===== config.mk =====
export PLATFORM = sky130hd
export DESIGN_NAME = psu_front
export DESIGN_NICKNAME = d
export VERILOG_FILES = /design/src/hw/rtl/psu_pkg.sv /design/src/hw/rtl/psu_front.sv
export SDC_FILE = /design/constraint.sdc
export NUM_CORES = 1
export LEC_CHECK = 0
export BUFFER_PORTS_ARGS = -buffer_cell sky130_fd_sc_hd__buf_2
export CAP_MARGIN = 20
export CORE_ASPECT_RATIO = 2
export CORE_MARGIN = 2
export CORE_UTILIZATION = 48
export DETAILED_ROUTE_END_ITERATION = 12
export HOLD_SLACK_MARGIN = 0.05
export PLACE_DENSITY = 0.79
export SYNTH_ARGS = -nofsm -noshare
export SYNTH_HDL_FRONTEND = slang
export SYNTH_SLANG_ARGS = --single-unit
export TNS_END_PERCENT = 100

===== constraint.sdc =====
create_clock -name clk -period 2 [get_ports clk]
set_input_delay 0.2 -clock clk [delete_from_list [all_inputs] [get_ports clk]]
set_output_delay 0.2 -clock clk [all_outputs]
set_load 0.03 [all_outputs]

===== src/hw/rtl/psu_pkg.sv =====
// Shared types, constants and the Paeth predictor for the PNG scanline unfilter.
package psu_pkg;

    localparam int MAX_LINE_BYTES  = 4096;
    localparam int MAX_PIXEL_BYTES = 8;
    localparam int POS_W           = $clog2(MAX_LINE_BYTES);
    localparam int PIX_IDX_W       = $clog2(MAX_PIXEL_BYTES);
    localparam int BPP_W           = 4;
    localparam int LEN_W           = 13;
    localparam int ADDR_W          = 3;

    // Register indexes (paddr bit 2)
    localparam logic REG_BPP = 1'b0;
    localparam logic REG_LEN = 1'b1;

    // Filter classes carried with each data item
    localparam logic [2:0] FLT_NONE  = 3'd0;
    localparam logic [2:0] FLT_SUB   = 3'd1;
    localparam logic [2:0] FLT_UP    = 3'd2;
    localparam logic [2:0] FLT_AVG   = 3'd3;
    localparam logic [2:0] FLT_PAETH = 3'd4;
    localparam logic [2:0] FLT_BAD   = 3'd5;

    localparam logic [7:0] FLT_MAX_TYPE = 8'd4;

    typedef struct packed {
        logic [7:0] stream_byte;
        logic       image_start;
    } in_item_t;

    typedef struct packed {
        logic [7:0] pixel_byte;
        logic       line_end;
        logic       bad_filter;
    } out_item_t;

    typedef struct packed {
        logic [PIX_IDX_W-1:0] bpp_m1;
        logic [POS_W-1:0]     last_pos;
    } cfg_t;

    typedef struct packed {
        logic [7:0]       data;
        logic [POS_W-1:0] pos;
        logic [2:0]       kind;
        logic             first_row;
        logic             has_left;
        logic             last;
    } entry_t;

    function automatic logic [7:0] paeth_pick(input logic [7:0] a, input logic [7:0] b,
                                              input logic [7:0] c);
        logic signed [10:0] sa;
        logic signed [10:0] sb;
        logic signed [10:0] sc;
        logic signed [10:0] da;
        logic signed [10:0] db;
        logic signed [10:0] dc;
        logic [7:0]         pick;
        sa = $signed({3'b000, a});
        sb = $signed({3'b000, b});
        sc = $signed({3'b000, c});
        da = sb - sc;
        db = sa - sc;
        dc = sa + sb - sc - sc;
        if (da < 0) da = -da;
        if (db < 0) db = -db;
        if (dc < 0) dc = -dc;
        if (da <= db && da <= dc)
            pick = a;
        else if (db <= dc)
            pick = b;
        else
            pick = c;
        return pick;
    endfunction

endpackage


===== src/hw/rtl/psu_front.sv =====
// Front end: tracks line position and filter type, turns data bytes into queue entries.
module psu_front (
    input  logic            clk,
    input  logic            rst_n,
    input  psu_pkg::cfg_t   cfg,
    input  logic            in_valid,
    output logic            in_stall,
    input  psu_pkg::in_item_t in_item,
    input  logic            q_full,
    output logic            push,
    output psu_pkg::entry_t push_entry
);
    import psu_pkg::*;

    logic [POS_W-1:0] pos_reg;
    logic [POS_W-1:0] pos_next;
    logic [2:0]       kind_reg;
    logic [2:0]       kind_next;
    logic             expect_reg;
    logic             expect_next;
    logic             first_row_reg;
    logic             first_row_next;
    logic             accept;
    logic             is_filter;
    logic             last;

    assign in_stall  = q_full;
    assign accept    = in_valid && !in_stall;
    assign is_filter = expect_reg || in_item.image_start;
    assign last      = pos_reg >= cfg.last_pos;
    assign push      = accept && !is_filter;

    always_comb
    begin
        push_entry.data      = in_item.stream_byte;
        push_entry.pos       = pos_reg;
        push_entry.kind      = kind_reg;
        push_entry.first_row = first_row_reg;
        push_entry.has_left  = pos_reg > POS_W'(cfg.bpp_m1);
        push_entry.last      = last;
    end

    always_comb
    begin
        pos_next       = pos_reg;
        kind_next      = kind_reg;
        expect_next    = expect_reg;
        first_row_next = first_row_reg;
        if (accept)
        begin
            if (is_filter)
            begin
                // Filter type byte: classify and open the line
                pos_next    = '0;
                expect_next = 1'b0;
                kind_next   = (in_item.stream_byte > FLT_MAX_TYPE) ? FLT_BAD
                                                                   : in_item.stream_byte[2:0];
                if (in_item.image_start)
                    first_row_next = 1'b1;
            end
            else if (last)
            begin
                pos_next       = '0;
                expect_next    = 1'b1;
                first_row_next = 1'b0;
            end
            else
            begin
                pos_next = pos_reg + 1'b1;
            end
        end
    end

    always_ff @(posedge clk or negedge rst_n)
    begin
        if (!rst_n)
        begin
            pos_reg       <= '0;
            kind_reg      <= FLT_NONE;
            expect_reg    <= 1'b1;
            first_row_reg <= 1'b1;
        end
        else
        begin
            pos_reg       <= pos_next;
            kind_reg      <= kind_next;
            expect_reg    <= expect_next;
            first_row_reg <= first_row_next;
        end
    end

`ifndef SYNTHESIS
    a_start_no_push: assert property (@(posedge clk) disable iff (!rst_n)
        (accept && in_item.image_start) |-> !push)
        else $error("image start item pushed as data");
`endif

endmodule


; After elaboration in Yosys (flattened, before gate mapping)
; Cells that the tools add are included.
[classes]
addsub = 1
n_lt_le_gt_ge = 3
eq_ne = 1
n_mux = 8
n_reduce_logical = 9
[ops]
columns = operator, n
row1 = $mux W12, 2
row2 = $add A12 B1 Y12 const B, 1
row3 = $ge A12 B12 Y1, 1
row4 = $gt A12 B3 Y1, 1
row5 = $gt A8 B3 Y1 const B, 1
row6 = $mux W1, 5
row7 = $reduce_and A2 Y1, 2
row8 = $mux W3, 1
row9 = $reduce_and A3 Y1, 1
row10 = $logic_and A1 B1 Y1, 2
row11 = $logic_not A1 Y1, 2
row12 = $ne A2 B2 Y1 const B, 1
row13 = $reduce_bool A2 Y1, 1
row14 = $logic_or A1 B1 Y1, 1
[totals]
ff_bits = 17
out_inout_bits = 28
word_cells = 26

; Logic depth before layout (Yosys ltp)
[logic_depth]
word_depth = 3
mapped_depth = 7

; Worst setup path before layout
; Ideal clock, no wire load.
[synth_timing]
kind = reg2out
from = register pos_reg[9]
to = output push_entry[0] in the netlist's numbering
arrival_ns = 1.671
path_slack_ns = 0.129
stages_incl_launch_ff = 7
n_path_buf = 1
cell_sequence = dfrtp_1 > ha_1 > nand4_2 > nor4_4 > nand2_1 > nand2_1 > buf_4
[synth_between]
elab_chain_cells = 1
[synth_rtl]
columns = item, line_no
row1 = "start, declared", psu_front.sv:15  ; logic [POS_W-1:0] pos_reg;
row2 = "start signal, assigned", psu_front.sv:85  ; pos_reg <= pos_next;
row3 = $ge A12 B12 Y1, psu_front.sv:30  ; assign last = pos_reg >= cfg.last_pos;
row4 = "end, declared", psu_front.sv:11  ; output psu_pkg::entry_t push_entry
; Every way passes these cells.

==> results.toml <==
[outcome]
status = "finished, final reports clean"

[sta]
fin_crit_sh = 0.9580
max_freq_ghz = 0.5219
slew_violations = 0
slew_headroom = 0.7410
final_hold_viol_count = 0
fin_tns_setup_ns = 0
worst_pin_slew_ns = 0.3886
finalSetupViolations = 0
fin_skew_ns = 0.002858
holdWs_ns = 0.1988
period_needed_ns = 1.916
rsz0062_at_grt = "no"

[critical_path]
crit_path_max_incr_delay_ns = 0.38
cpLargestDelayFamily = "simple AND/OR/NAND/NOR gates"
critPathLaunchType = "flop"
cp.arrival_ns = 1.72
cp_data_required_time_ns = 1.80
critPathSlowestCell = "dfrtp_1"
cp_common_cell = "nand2_2"
path_buf_inv = 1
crit_chain = "ha_1, nand4_4, nor4_4, nand2_2, nand2_2, buf_4"
startpoint = "pos_reg[8]"
worstSetupPathType = "flop to output port"
worstPathMaxFanout = 3
reg2reg_from = "pos_reg[9]"
cp-end-kind = "output port"

[hold_path]
hold_class = "input pin to flop"
hold_start = "in_item[2]"

[final_layout]
diodes = 0
fill_cells = 247
area_delta_synth_final_pct = 31.35
layout-drive-gt1-share = 0.4163
multiInputGateArea_um2 = 849.6
num-nets-final = 266
regArea_um2 = 429.2
largest_reg_flops = 12

[global_route]
grt_pass1_wl_um = 5658
grt_antenna_before_repair = 0
grt_remaining_overflow = 0
gr-usage-all-layers = 0.2166
grt_max_degree = 18
grt_pass1_vias = 1456

[clock_network]
clockBufferDepth = 2
clk_pin_slew_ns = 0.06
clk_latency_ns = 0.25
cts_tree = "built"
cts.sinks = 17
cts-buffers-inserted = 3
cts-root-buf = "clkbuf_8"
htree_levels = 1

[yosys]
synth_top_family_by_area = "simple AND/OR/NAND/NOR gates"
postSynth.asyncResetShare = 1.000
seq_area_frac_synth = 0.3089
synth_fa_ha_area_frac = 0.1445
syn_nets = 205
netlist_area_um2 = 1385
syn_area_per_cell_um2 = 8.603
synthSimpleGateAreaFrac = 0.2304
synth-xor-area-share = 0.03794
yosysWarnings = 0
synth_compound_area_frac = 0.1581
synth_cell_types = 40
synthMuxAreaShare = 0
yosys_most_used_dff = "dfrtp_1"
synth_seq_cells = 17
synth_cells = 161
synth_edf_count = 0

[routing]
num_vias = 1375
drt-total-wl_um = 3299
drc = 0
ant_nets = 0
first_pass_iters = 4
avgViaCountPerCell = 5.500
wl_per_cell_um = 13.20
drtIter0Drc = 29

[pwr]
p_total_uw = 1048
ir_drop_uv = 543.6
leakage_uw = 0.0009712
cellPowerDensity_nw_per_um2 = 576.3

[die]
die_w_um = 41.99
coreArea_um2 = 2736
rows = 27
dieArea_um2 = 3358
start_util = 0.5062
io_pins = 56
die_y_um = 79.97

[run]
max_cap_viol_count = 0

[placement]
dp_hpwl_um = 2683
gp_congestion = 0.8304
io_buffers = 55
==> per-layer routing <==
layer,share of wire,up-vias,global-route usage
met5,0,-,0
met4,0.044,0,0.1323
met3,0.059,12,0.01357
met2,0.56,67,0.4453
met1,0.34,630,0.1903
li1,-,666,-
==> stage by stage <==
step | std cells | util | setup WS (ns) | instance area, um2
floorplan | 161 | - | 0.1293 | 1385
global placement | 242 | 0.6127 | 0.1874 | 1677
detailed placement | 242 | 0.6127 | 0.1361 | 1677
CTS | 248 | 0.6365 | -0.02659 | 1742
global route | 250 | 0.6648 | 0.003041 | 1819
finish | 250 | 0.6648 | 0.08397 | 1819
==> worst register-to-register path: cells and delay by family (launching register included) <==
| family | cells | cell delay [ns] |
|---|---|---|
| AOI/OAI and AO/OA | 4 | 0.60 |
| DFF | 1 | 0.41 |
| buffers and inverters | 2 | 0.32 |
| adders and majority gates | 1 | 0.24 |
| and+or+nand+nor | 1 | 0.13 |
==> report_power, final <==
part           leakage [uW]  switching, uW  internal (uW)  total, uW
Clock             0.0000228            116            141        257
Sequential         0.000215           20.2            366        386
Combinational      0.000734            242            163        405
==> layout make-up <==
class	count	share of cell area
timing repair buffer	69	0.2132
inverter	19	0.03920
clock buffer	4	0.02476
multi-input combinational	112	0.4670
tap	29	0.01995
sequential	17	0.2359
==> layout by cell type, fill, tap and decap left out, types with 4 or more instances in the layout <==
master	synthesis	routed
a21oi_1	11	11
inv_1	19	19
ha_1	16	13
buf_4	12	15
nand3_1	8	8
nand2_2	2	4
o21ai_0	9	7
buf_2	1	53
dfrtp_1	15	14
nand2_1	15	13
nor2_1	10	10
==> Yosys cell counts, types with 2 or more instances <==
library cell / count / area share
inv_1: 19 / 0.051
ha_1: 16 / 0.14
dfrtp_1: 15 / 0.27
nand2_1: 15 / 0.041
buf_4: 12 / 0.065
a21oi_1: 11 / 0.040
nor2_1: 10 / 0.027
o21ai_0: 9 / 0.033
nand3_1: 8 / 0.029
and3_1: 3 / 0.014
nor3_1: 3 / 0.011
xnor2_1: 3 / 0.019
xor2_1: 3 / 0.019
a22oi_1: 2 / 0.011
a31oi_1: 2 / 0.0090
dfstp_2: 2 / 0.038
nand2_2: 2 / 0.0090
nand4_1: 2 / 0.0090
o21ai_1: 2 / 0.0072
o22ai_1: 2 / 0.0090
==> timing repair <==
| item | CTS | global route |
|---|---|---|
| pin swaps | 2 | 2 |
| gates resized for setup | 2 | 12 |
| endpoints found under the hold margin | 15 | 0 |
| setup endpoints to repair | 2 | 2 |
| hold buffers | 1 | 0 |
| setup buffers | 1 | 2 |
==> cells by family (layout without fill, tap and decap cells) <==
kind of cell,after synthesis,after routing
AND/OR/NAND/NOR,55,55
buffers and inverters,32,92
AO/OA/AOI/OAI,35,35
adder cells (fa/ha/maj),16,16
XOR/XNOR,6,6
flip-flops,17,17
==> path summary, 6_finish.rpt <==
kind,cells after the start,end,slack (ns)
max in group asynchronous,2,first_row_reg,1.29
setup / recovery,6,push_entry[0],0.08
setup reg to reg,8,pos_reg[3],0.22
hold / removal,3,kind_reg[1],0.20
hold reg to reg,2,first_row_reg,0.48
min in group asynchronous,2,pos_reg[5],0.39
Power figures use the tool's default switching activity.
