$ cat config.mk
export PLATFORM = sky130hd
export DESIGN_NAME = psu_queue
export DESIGN_NICKNAME = d
export VERILOG_FILES = /design/src/hw/rtl/psu_pkg.sv /design/src/hw/rtl/psu_queue.sv
export SDC_FILE = /design/constraint.sdc
export NUM_CORES = 1
export LEC_CHECK = 0
export BUFFER_PORTS_ARGS = -buffer_cell sky130_fd_sc_hd__buf_4
export CORE_AREA = 8 8 65 89
export DETAILED_ROUTE_END_ITERATION = 8
export DIE_AREA = 0 0 73 97
export PLACE_DENSITY = 0.75
export RECOVER_POWER = 100
export SLEW_MARGIN = 30
export SYNTH_ARGS = -nofsm -noshare
export SYNTH_HDL_FRONTEND = slang
export SYNTH_SLANG_ARGS = --single-unit
$ cat constraint.sdc
create_clock -name clk -period 2.6 [get_ports clk]
set_clock_uncertainty 0.1 [all_clocks]
set_input_delay 0.13 -clock clk [delete_from_list [all_inputs] [get_ports clk]]
set_output_delay 0.13 -clock clk [all_outputs]
set_load 0.05 [all_outputs]
$ cat src/hw/rtl/psu_pkg.sv
// Shared types, constants and the Paeth predictor for the PNG scanline unfilter.
package psu_pkg;

    localparam int MAX_LINE_BYTES  = 4096;
    localparam int MAX_PIXEL_BYTES = 8;
    localparam int POS_W           = $clog2(MAX_LINE_BYTES);
    localparam int PIX_IDX_W       = $clog2(MAX_PIXEL_BYTES);
    localparam int BPP_W           = 4;
    localparam int LEN_W           = 13;
    localparam int ADDR_W          = 3;

    // Register indexes (paddr bit 2)
    localparam logic REG_BPP = 1'b0;
    localparam logic REG_LEN = 1'b1;

    // Filter classes carried with each data item
    localparam logic [2:0] FLT_NONE  = 3'd0;
    localparam logic [2:0] FLT_SUB   = 3'd1;
    localparam logic [2:0] FLT_UP    = 3'd2;
    localparam logic [2:0] FLT_AVG   = 3'd3;
    localparam logic [2:0] FLT_PAETH = 3'd4;
    localparam logic [2:0] FLT_BAD   = 3'd5;

    localparam logic [7:0] FLT_MAX_TYPE = 8'd4;

    typedef struct packed {
        logic [7:0] stream_byte;
        logic       image_start;
    } in_item_t;

    typedef struct packed {
        logic [7:0] pixel_byte;
        logic       line_end;
        logic       bad_filter;
    } out_item_t;

    typedef struct packed {
        logic [PIX_IDX_W-1:0] bpp_m1;
        logic [POS_W-1:0]     last_pos;
    } cfg_t;

    typedef struct packed {
        logic [7:0]       data;
        logic [POS_W-1:0] pos;
        logic [2:0]       kind;
        logic             first_row;
        logic             has_left;
        logic             last;
    } entry_t;

    function automatic logic [7:0] paeth_pick(input logic [7:0] a, input logic [7:0] b,
                                              input logic [7:0] c);
        logic signed [10:0] sa;
        logic signed [10:0] sb;
        logic signed [10:0] sc;
        logic signed [10:0] da;
        logic signed [10:0] db;
        logic signed [10:0] dc;
        logic [7:0]         pick;
        sa = $signed({3'b000, a});
        sb = $signed({3'b000, b});
        sc = $signed({3'b000, c});
        da = sb - sc;
        db = sa - sc;
        dc = sa + sb - sc - sc;
        if (da < 0) da = -da;
        if (db < 0) db = -db;
        if (dc < 0) dc = -dc;
        if (da <= db && da <= dc)
            pick = a;
        else if (db <= dc)
            pick = b;
        else
            pick = c;
        return pick;
    endfunction

endpackage

$ cat src/hw/rtl/psu_queue.sv
// Two-entry queue between the front end and the reconstruction back end.
module psu_queue (
    input  logic            clk,
    input  logic            rst_n,
    input  logic            push,
    input  psu_pkg::entry_t push_entry,
    output logic            full,
    input  logic            pop,
    output logic            head_valid,
    output psu_pkg::entry_t head
);
    import psu_pkg::*;

    entry_t     slot_reg [0:1];
    logic       wr_ptr_reg;
    logic       wr_ptr_next;
    logic       rd_ptr_reg;
    logic       rd_ptr_next;
    logic [1:0] count_reg;
    logic [1:0] count_next;

    assign full       = count_reg == 2'd2;
    assign head_valid = count_reg != 2'd0;
    assign head       = slot_reg[rd_ptr_reg];

    always_comb
    begin
        wr_ptr_next = push ? !wr_ptr_reg : wr_ptr_reg;
        rd_ptr_next = pop ? !rd_ptr_reg : rd_ptr_reg;
        count_next  = count_reg + {1'b0, push} - {1'b0, pop};
    end

    always_ff @(posedge clk)
    begin
        if (push)
            slot_reg[wr_ptr_reg] <= push_entry;
    end

    always_ff @(posedge clk or negedge rst_n)
    begin
        if (!rst_n)
        begin
            wr_ptr_reg <= 1'b0;
            rd_ptr_reg <= 1'b0;
            count_reg  <= 2'd0;
        end
        else
        begin
            wr_ptr_reg <= wr_ptr_next;
            rd_ptr_reg <= rd_ptr_next;
            count_reg  <= count_next;
        end
    end

`ifndef SYNTHESIS
    a_no_overflow: assert property (@(posedge clk) disable iff (!rst_n)
        push |-> !full)
        else $error("push into full queue");
    a_no_underflow: assert property (@(posedge clk) disable iff (!rst_n)
        pop |-> head_valid)
        else $error("pop from empty queue");
`endif

endmodule

# Word level (Yosys, flattened, before mapping)
# Memory sizes are Yosys's and may differ from the RTL's.
# Cells that the tools add are included.
[classes]
n_addsub = 2
n_eq_ne = 1
muxes = 2
reduce_logical = 3
[ops]
columns = ["op", "count"]
rows = [
  ["2-bit by 1-bit adder with 2-bit output", 1],
  ["2-bit equality test, second input constant", 1],
  ["1-bit logical NOT", 2],
  ["1-bit 2-to-1 mux", 2],
  ["2-bit nonzero test", 1],
  ["2-bit by 1-bit subtractor with 2-bit output", 1],
]
[word_totals]
reg_bits = 4
mem_bits_rw = 52
in_bits = 30
out_inout_bits = 28
word_cells = 12
memories = 1
[memory_table]
columns = ["memory", "words", "width", "rd", "rd_clocked_by_memory_dff", "write_ports", "line_no", "text"]
rows = [
  ["slot_reg", 2, 26, 1, 0, 1, "psu_queue.sv:14", "entry_t slot_reg [0:1];"],
]

# Longest topological paths before layout
# Gate-level depths: netlist (run 1).
[logic_depth]
ltp_word = 2
depth_mapped = 5
mapped_depth_nobuf = 5

# Worst setup path before layout (run 1)
# Ideal clock, no wire load.
[synth_path]
kind = "register -> register"
startpoint = "reg wr_ptr_reg"
endpoint = "mem slot_reg[0][0] (netlist bit), enable pin"
setup_ns = 0.412
t_arrival_ns = 1.578
t_required_ns = 2.088
setup_slack_ns = 0.510
path_stages_with_launch = 2
path_buffers = 0
period_less_slack_ns = 2.090
cell_sequence = "dfrtp_1 nor2b_1"
[synth_lines]
columns = ["item", "line_no", "text"]
rows = [
  ["start: declaration", "psu_queue.sv:15", "logic wr_ptr_reg;"],
  ["start signal: assignment", "psu_queue.sv:49", "wr_ptr_reg <= wr_ptr_next;"],
  ["end: declaration", "psu_queue.sv:14", ""],
]
# Straight into the memory's write port.

==> results.toml, run 1 <==
[cells_and_area]
areaGrowthSynthToFinish_pct = 34.85
diodes = 0
largest_reg_flops = 52
finalNetCount = 224
drive_gt1_frac = 0.3109

[worst_setup_path]
worstPathArrival_ns = 1.62
crit_slowest_cell = "clkbuf_1"
crit_chain = "buf_4 -> mux2_2 -> clkbuf_1"
cp_top_family = "buffers and inverters"
crit_required_ns = 2.37
crit_fanout = 15
start_kind = "register"
crit_type = "reg2out"
cp_num_buf_inv = 2
critPathCaptureType = "primary output"
max_stage_delay_ns = 0.48

[pwr]
vdd_drop_max_v = 0.0007839
powerDensity_nw_per_um2 = 1125
power_leakage_nw = 1.113

[yosys]
yosysWarnings = 0
netlist_instances = 96
yosys.area_share.simple = 0.01150
ys_types = 13
synth_nets = 128
synth_adder_area_share = 0.01150
synthesis.area_um2 = 2176
synth_compound_area_frac = 0
ys_ff_latch = 56
syn_avg_cell_area_um2 = 22.66
synth.area.mux_share = 0.1673
yosysSeqAreaShare = 0.7637
synth-xor-area-share = 0.01898
synth_top_family_by_area = "multiplexers"

[cts]
path_clk_slew_ns = 0.09
cts_max_level = 2
clockBufferDepth = 2
cts.sinks = 56
clockRootBuffer = "clkbuf_8"
clock_latency_ns = 0.30
cts_buffers = 5
cts_setup_buffers = 0
cts_tree = "built"

[timing]
post-route-period-util = 0.7122
slew-limit-headroom = 0.4581
finalCriticalPeriod_ns = 1.852
drv_slew = 0
final.setup.tns_ns = 0
rsz0062_at_grt = "false"
fmax_ghz = 0.5401
worstMarginPinSlew_ns = 0.8128
whs_ns = 0.08468
hold_viol_final = 0
setup_violations = 0

[hold_path]
hp-class = "in2async"

[drt]
viasPerCell = 4.545
wl_per_cell_um = 15.72
drt_wl_total_mm = 4.008
num_vias = 1159
final_antenna_net_count = 0
firstDrtPassIters = 4
drtIter0Drc = 27
drc = 0

[flow_run]
max-cap-violations = 0

[placement]
gp_congestion = 0.6418
dp_hpwl_mm = 2.862
io_buffers = 57

[die]
io-pin-count = 58
die_y_um = 97
coreArea_um2 = 4463
die_area_um2 = 7081
rows = 29
dieWidth_um = 73
initial_utilization = 0.4875

[global_routing]
grt_max_degree = 18
grt_first_pass_wirelength_mm = 6.417
grt_usage = 0.1206
grt_antenna_before_repair = 0
globalRouteOverflowTotal = 0
grt_pass1_vias = 1339

[run_status]
outcome = "completed"
routing by layer:
metal | vias to the layer above | part of all wire | global-route usage
met5 | - | 0 | 0
met4 | 0 | 0.021 | 0.05108
met3 | 8 | 0.060 | 0.05062
met2 | 35 | 0.58 | 0.2267
met1 | 559 | 0.34 | 0.1040
li1 | 557 | - | -
report_power, final:
group          internal, W  total [W]  leakage (nW)  switching [W]
registers          0.00121    0.00126         0.535      0.0000575
logic             0.000464    0.00149         0.524        0.00103
clock network     0.000285   0.000546        0.0541       0.000261
total              0.00195    0.00330          1.11        0.00135
worst register-to-register path, stage by stage (launching register included):
cell and delay (ns):
dfrtp_1 0.39, and2_0 0.17, clkbuf_1 0.63
cells in the mapped netlist:
cell	n	area (um^2)
edfxtp_1	52	1562
mux2_4	19	285.3
mux2_2	7	78.83
dfrtp_1	4	100.1
buf_12	2	40.04
ha_1	2	25.02
inv_1	2	7.510
nor2b_1	2	12.51
xor2_1	2	17.52
and2_1	1	6.260
buf_6	1	11.26
or2_2	1	6.260
xor3_1	1	23.77
final timing paths:
check,start,endpoint,slack [ns],cells after the start
worst min register to register,wr_ptr_reg$_DFFE_PN0P_,wr_ptr_reg$_DFFE_PN0P_,0.40,1
max in group asynchronous,rst_n,wr_ptr_reg$_DFFE_PN0P_,2.13,2
worst max-delay path,rd_ptr_reg$_DFFE_PN0P_,head[2],0.75,3
worst max register to register,wr_ptr_reg$_DFFE_PN0P_,slot_reg[1][0]$_DFFE_PP_,0.94,2
worst min-delay path,rst_n,count_reg[1]$_DFF_PN0_,0.08,2
min in group clk,wr_ptr_reg$_DFFE_PN0P_,wr_ptr_reg$_DFFE_PN0P_,0.40,1
through the flow:
stage,utilization,area [um^2],instances,setup slack [ns],power [W]
3_3_place_gp,0.5999,2678,218,1.178,0.002905
3_5_place_dp,0.5999,2678,218,1.104,0.002950
4_1_cts,0.6899,3079,255,0.8709,0.003528
2_1_floorplan,-,2176,96,0.5099,0.002560
6_report,0.6574,2934,255,0.7484,0.003302
5_1_grt,0.6574,2934,255,0.6818,0.003436
layout by cell type (no fill, tap or decap), types with 2 or more instances in the layout:
| cell type | netlist | layout |
|---|---|---|
| buf_4 | 0 | 3 |
| clkbuf_4 | 0 | 22 |
| clkbuf_8 | 0 | 5 |
| ha_1 | 2 | 2 |
| edfxtp_1 | 52 | 52 |
| clkbuf_1 | 0 | 38 |
| inv_1 | 2 | 2 |
| nor2b_1 | 2 | 2 |
| mux2_4 | 19 | 19 |
| mux2_2 | 7 | 7 |
| dfrtp_1 | 4 | 4 |
| xor2_1 | 2 | 2 |
| dlygate4sd3_1 | 0 | 29 |
kinds of logic (layout without fill, tap and decap cells):
family / count (synthesis) / count (layout)
simple gates: 4 / 4
mux: 26 / 26
flops: 56 / 56
fa+ha+maj: 2 / 2
buf+inv: 5 / 102
xor+xnor: 3 / 3
timing repair:
| item | in CTS | in global routing |
|---|---|---|
| hold buffers | 29 | 0 |
| resized for setup | 0 | 0 |
| hold endpoints to repair | 59 | 0 |
cell type report:
cell class | instances | area, um^2
multi-input cells | 35 | 455.4
repair buffers | 92 | 620.6
clock buffers | 5 | 68.82
flip-flops and latches | 56 | 1662
well taps | 62 | 77.57
inverters | 2 | 7.507
fillers | 338 | 1529
clock inverters | 3 | 42.54
Power figures use the tool's default switching activity.
==> run 2: changes to the inputs <==
--- a/config.mk
+++ b/config.mk
@@ -5,11 +5,12 @@
 export SDC_FILE = /design/constraint.sdc
 export NUM_CORES = 1
 export LEC_CHECK = 0
+export ABC_AREA = 1
 export BUFFER_PORTS_ARGS = -buffer_cell sky130_fd_sc_hd__buf_4
-export CORE_AREA = 8 8 65 89
+export CORE_AREA = 8 8 68 93
 export DETAILED_ROUTE_END_ITERATION = 8
-export DIE_AREA = 0 0 73 97
-export PLACE_DENSITY = 0.75
+export DIE_AREA = 0 0 76 101
+export PLACE_DENSITY = 0.73
 export RECOVER_POWER = 100
 export SLEW_MARGIN = 30
 export SYNTH_ARGS = -nofsm -noshare
==> constraint.sdc (replaced) <==
create_clock -name clk -period 1.51 [get_ports clk]
set_clock_uncertainty 0.1 [all_clocks]
set_input_delay 0.0755 -clock clk [delete_from_list [all_inputs] [get_ports clk]]
set_output_delay 0.0755 -clock clk [all_outputs]
set_load 0.05 [all_outputs]
==> run 2 against run 1 <==
Net effect:
- sequential share of layout area down 5.2 points
- combinational power up 130%
- largest power group unchanged
- flip-flop and latch count unchanged
- global-route usage down 0.70 points
- via count up 26%
- sequential power up 73%
- setup slack worse by 0.72 ns
- synthesized area up 3.5%
- synthesized cell count up 68%
==> results.toml, run 2 <==
[cells_and_area]
fillers = 387
final_cell_mix = "52 x edfxtp_1, 33 x inv_1, 33 x nand2_1"
largest_reg_flops = 52
diodes = 0
drive_gt1_frac = 0.3490
final_common_cell = "edfxtp_1"
instances_no_fill = 321
postLayoutCellArea_um2 = 3234
areaGrowthSynthToFinish_pct = 43.61
finalNetCount = 287

[cts]
cts_setup_buffers = 0
path_clk_slew_ns = 0.09
cts_buffers = 5
cts.sinks = 56
cts_max_level = 2
clockRootBuffer = "clkbuf_8"
cts_tree = "built"
clockBufferDepth = 2
clock_latency_ns = 0.30

[yosys]
synth_adder_area_share = 0.01111
ys_types = 13
async_reset_ff_frac = 0.07143
synth_compound_area_frac = 0.09611
synth_common_cells = "52 x edfxtp_1, 33 x inv_1, 33 x nand2_1"
netlist_instances = 161
yosys.area_share.simple = 0.06056
synthTopCellsByArea = "edfxtp_1 69%, o21ai_2 8.9%, inv_1 5.5%"
synth.most_common_cell = "edfxtp_1"
synthesis.area_um2 = 2252
synth_flop_cell = "edfxtp_1"
synth_edf_count = 52
synth-xor-area-share = 0.007778
yosysTopAreaCell = "edfxtp_1"
yosysSeqAreaShare = 0.7378
synth.area.mux_share = 0
ys_ff_latch = 56
synth_top_area_frac = 0.6933
synth_nets = 193
yosysWarnings = 0
syn_avg_cell_area_um2 = 13.99
synth_top_family_by_area = "compound AO/OA/AOI/OAI gates"

[timing]
final.setup.tns_ns = 0
rsz0062_at_grt = "true"
worstMarginPinSlew_ns = 0.2908
post-route-period-util = 0.9783
slew-limit-headroom = 0.8061
worst_slack_ns = 0.03273
hold_viol_final = 0
setup_violations = 0
finalCriticalPeriod_ns = 1.477
fmax_ghz = 0.6769
drv_slew = 0

[drt]
num_vias = 1455
drt_wl_total_mm = 4.321
final_antenna_net_count = 0
drtIter0Drc = 40
wl_per_cell_um = 13.46
drc = 0
firstDrtPassIters = 4
viasPerCell = 4.533

[die]
dieWidth_um = 76
io-pin-count = 58
coreArea_um2 = 5004
die_y_um = 101
rows = 31
initial_utilization = 0.4501
die_area_um2 = 7676

[flow_run]
max-cap-violations = 0

[worst_setup_path]
worstPathArrival_ns = 1.30
crit_fanout = 31
critPathCaptureType = "primary output"
start_kind = "register"
r2r_slack_ns = 0.24
r2r.worst_path.cells = 3
crit_type = "reg2out"
crit_required_ns = 1.33

[pwr]
powerDensity_nw_per_um2 = 2087
power_leakage_nw = 1.375
finalPower_w = 0.006751
vdd_drop_max_v = 0.001429

[global_routing]
grt_first_pass_wirelength_mm = 6.817
grt_pass1_vias = 1503
grt_max_degree = 32
grt_usage = 0.1136
globalRouteOverflowTotal = 0
grt_antenna_before_repair = 0

[placement]
dp_hpwl_mm = 2.936
pre_cts_slack_ns = 0.2683
gp_congestion = 0.7082
io_buffers = 57
post_dp_cell_area_um2 = 2774
post-place-cells = 284

[hold_path]
min_path_cells = 2
hp-class = "in2reg"

[run_status]
outcome = "completed"
==> run 2: cell count changes in the layout (fill, tap and decap cells not counted), sizes merged, moves of 2 or more <==
cell,change
mux2,-26
nand2,+33
buf,+25
clkbuf,-25
o21ai,+26
nor2,+2
nor2b,-2
inv,+31
==> run 2: cells by family after synthesis <==
kind of cell	Yosys count
buf+inv	39
flops	56
simple gates	36
compound gates	26
xor+xnor	2
fa+ha+maj	2
==> run 2: timing repair <==
action / 4_1_cts / 5_1_grt
setup endpoints to repair: 1 / 18
hold buffers: 30 / 0
endpoints found under the hold margin: 59 / 0
resized for setup: 1 / 19
==> run 2: final timing paths <==
check,from,to
min,push_entry[15],slot_reg[0][15]$_DFFE_PP_
max in group asynchronous,rst_n,rd_ptr_reg$_DFFE_PN0P_
max,rd_ptr_reg$_DFFE_PN0P_,head[24]
max reg2reg,wr_ptr_reg$_DFFE_PN0P_,slot_reg[1][9]$_DFFE_PP_
min in group asynchronous,rst_n,wr_ptr_reg$_DFFE_PN0P_
min reg2reg,wr_ptr_reg$_DFFE_PN0P_,wr_ptr_reg$_DFFE_PN0P_
==> run 2: area by class of cell <==
class,instances,area (um^2),area share
well taps,66,82.58,0.02553
flip-flops and latches,56,1663,0.5141
inverters,33,123.9,0.03830
repair buffers,93,829.5,0.2565
multi-input cells,66,406.6,0.1257
clock buffers,5,68.82,0.02128
clock inverters,2,60.06,0.01857
==> run 2: worst max-delay path: stages, from the launching register on <==
cell     delay (ns)
dfrtp_2        0.42
buf_12         0.21
nand2_1        0.11
o21ai_2        0.09
buf_6          0.18
==> run 2: metrics by stage <==
stage	util	hold WS [ns]
2_1_floorplan	-	-0.3201
3_3_place_gp	0.5544	-0.2232
3_5_place_dp	0.5544	-0.2236
4_1_cts	0.6402	0.3882
5_1_grt	0.6464	0.4097
6_report	0.6464	0.4176
==> run 2: where the power goes <==
group / switching (W) / total [W] / leakage [nW] / internal (W)
Clock: 0.000432 / 0.00108 / 0.0642 / 0.000652
Combinational: 0.00235 / 0.00349 / 0.777 / 0.00114
Sequential: 0.000108 / 0.00218 / 0.534 / 0.00207
Total: 0.00289 / 0.00675 / 1.37 / 0.00386
==> run 2: per-layer routing <==
layer  global-route usage  wire (um)
met1               0.1037       1423
met2               0.2169       2555
met3              0.03482        242
met4              0.06212         99
met5                    0          0
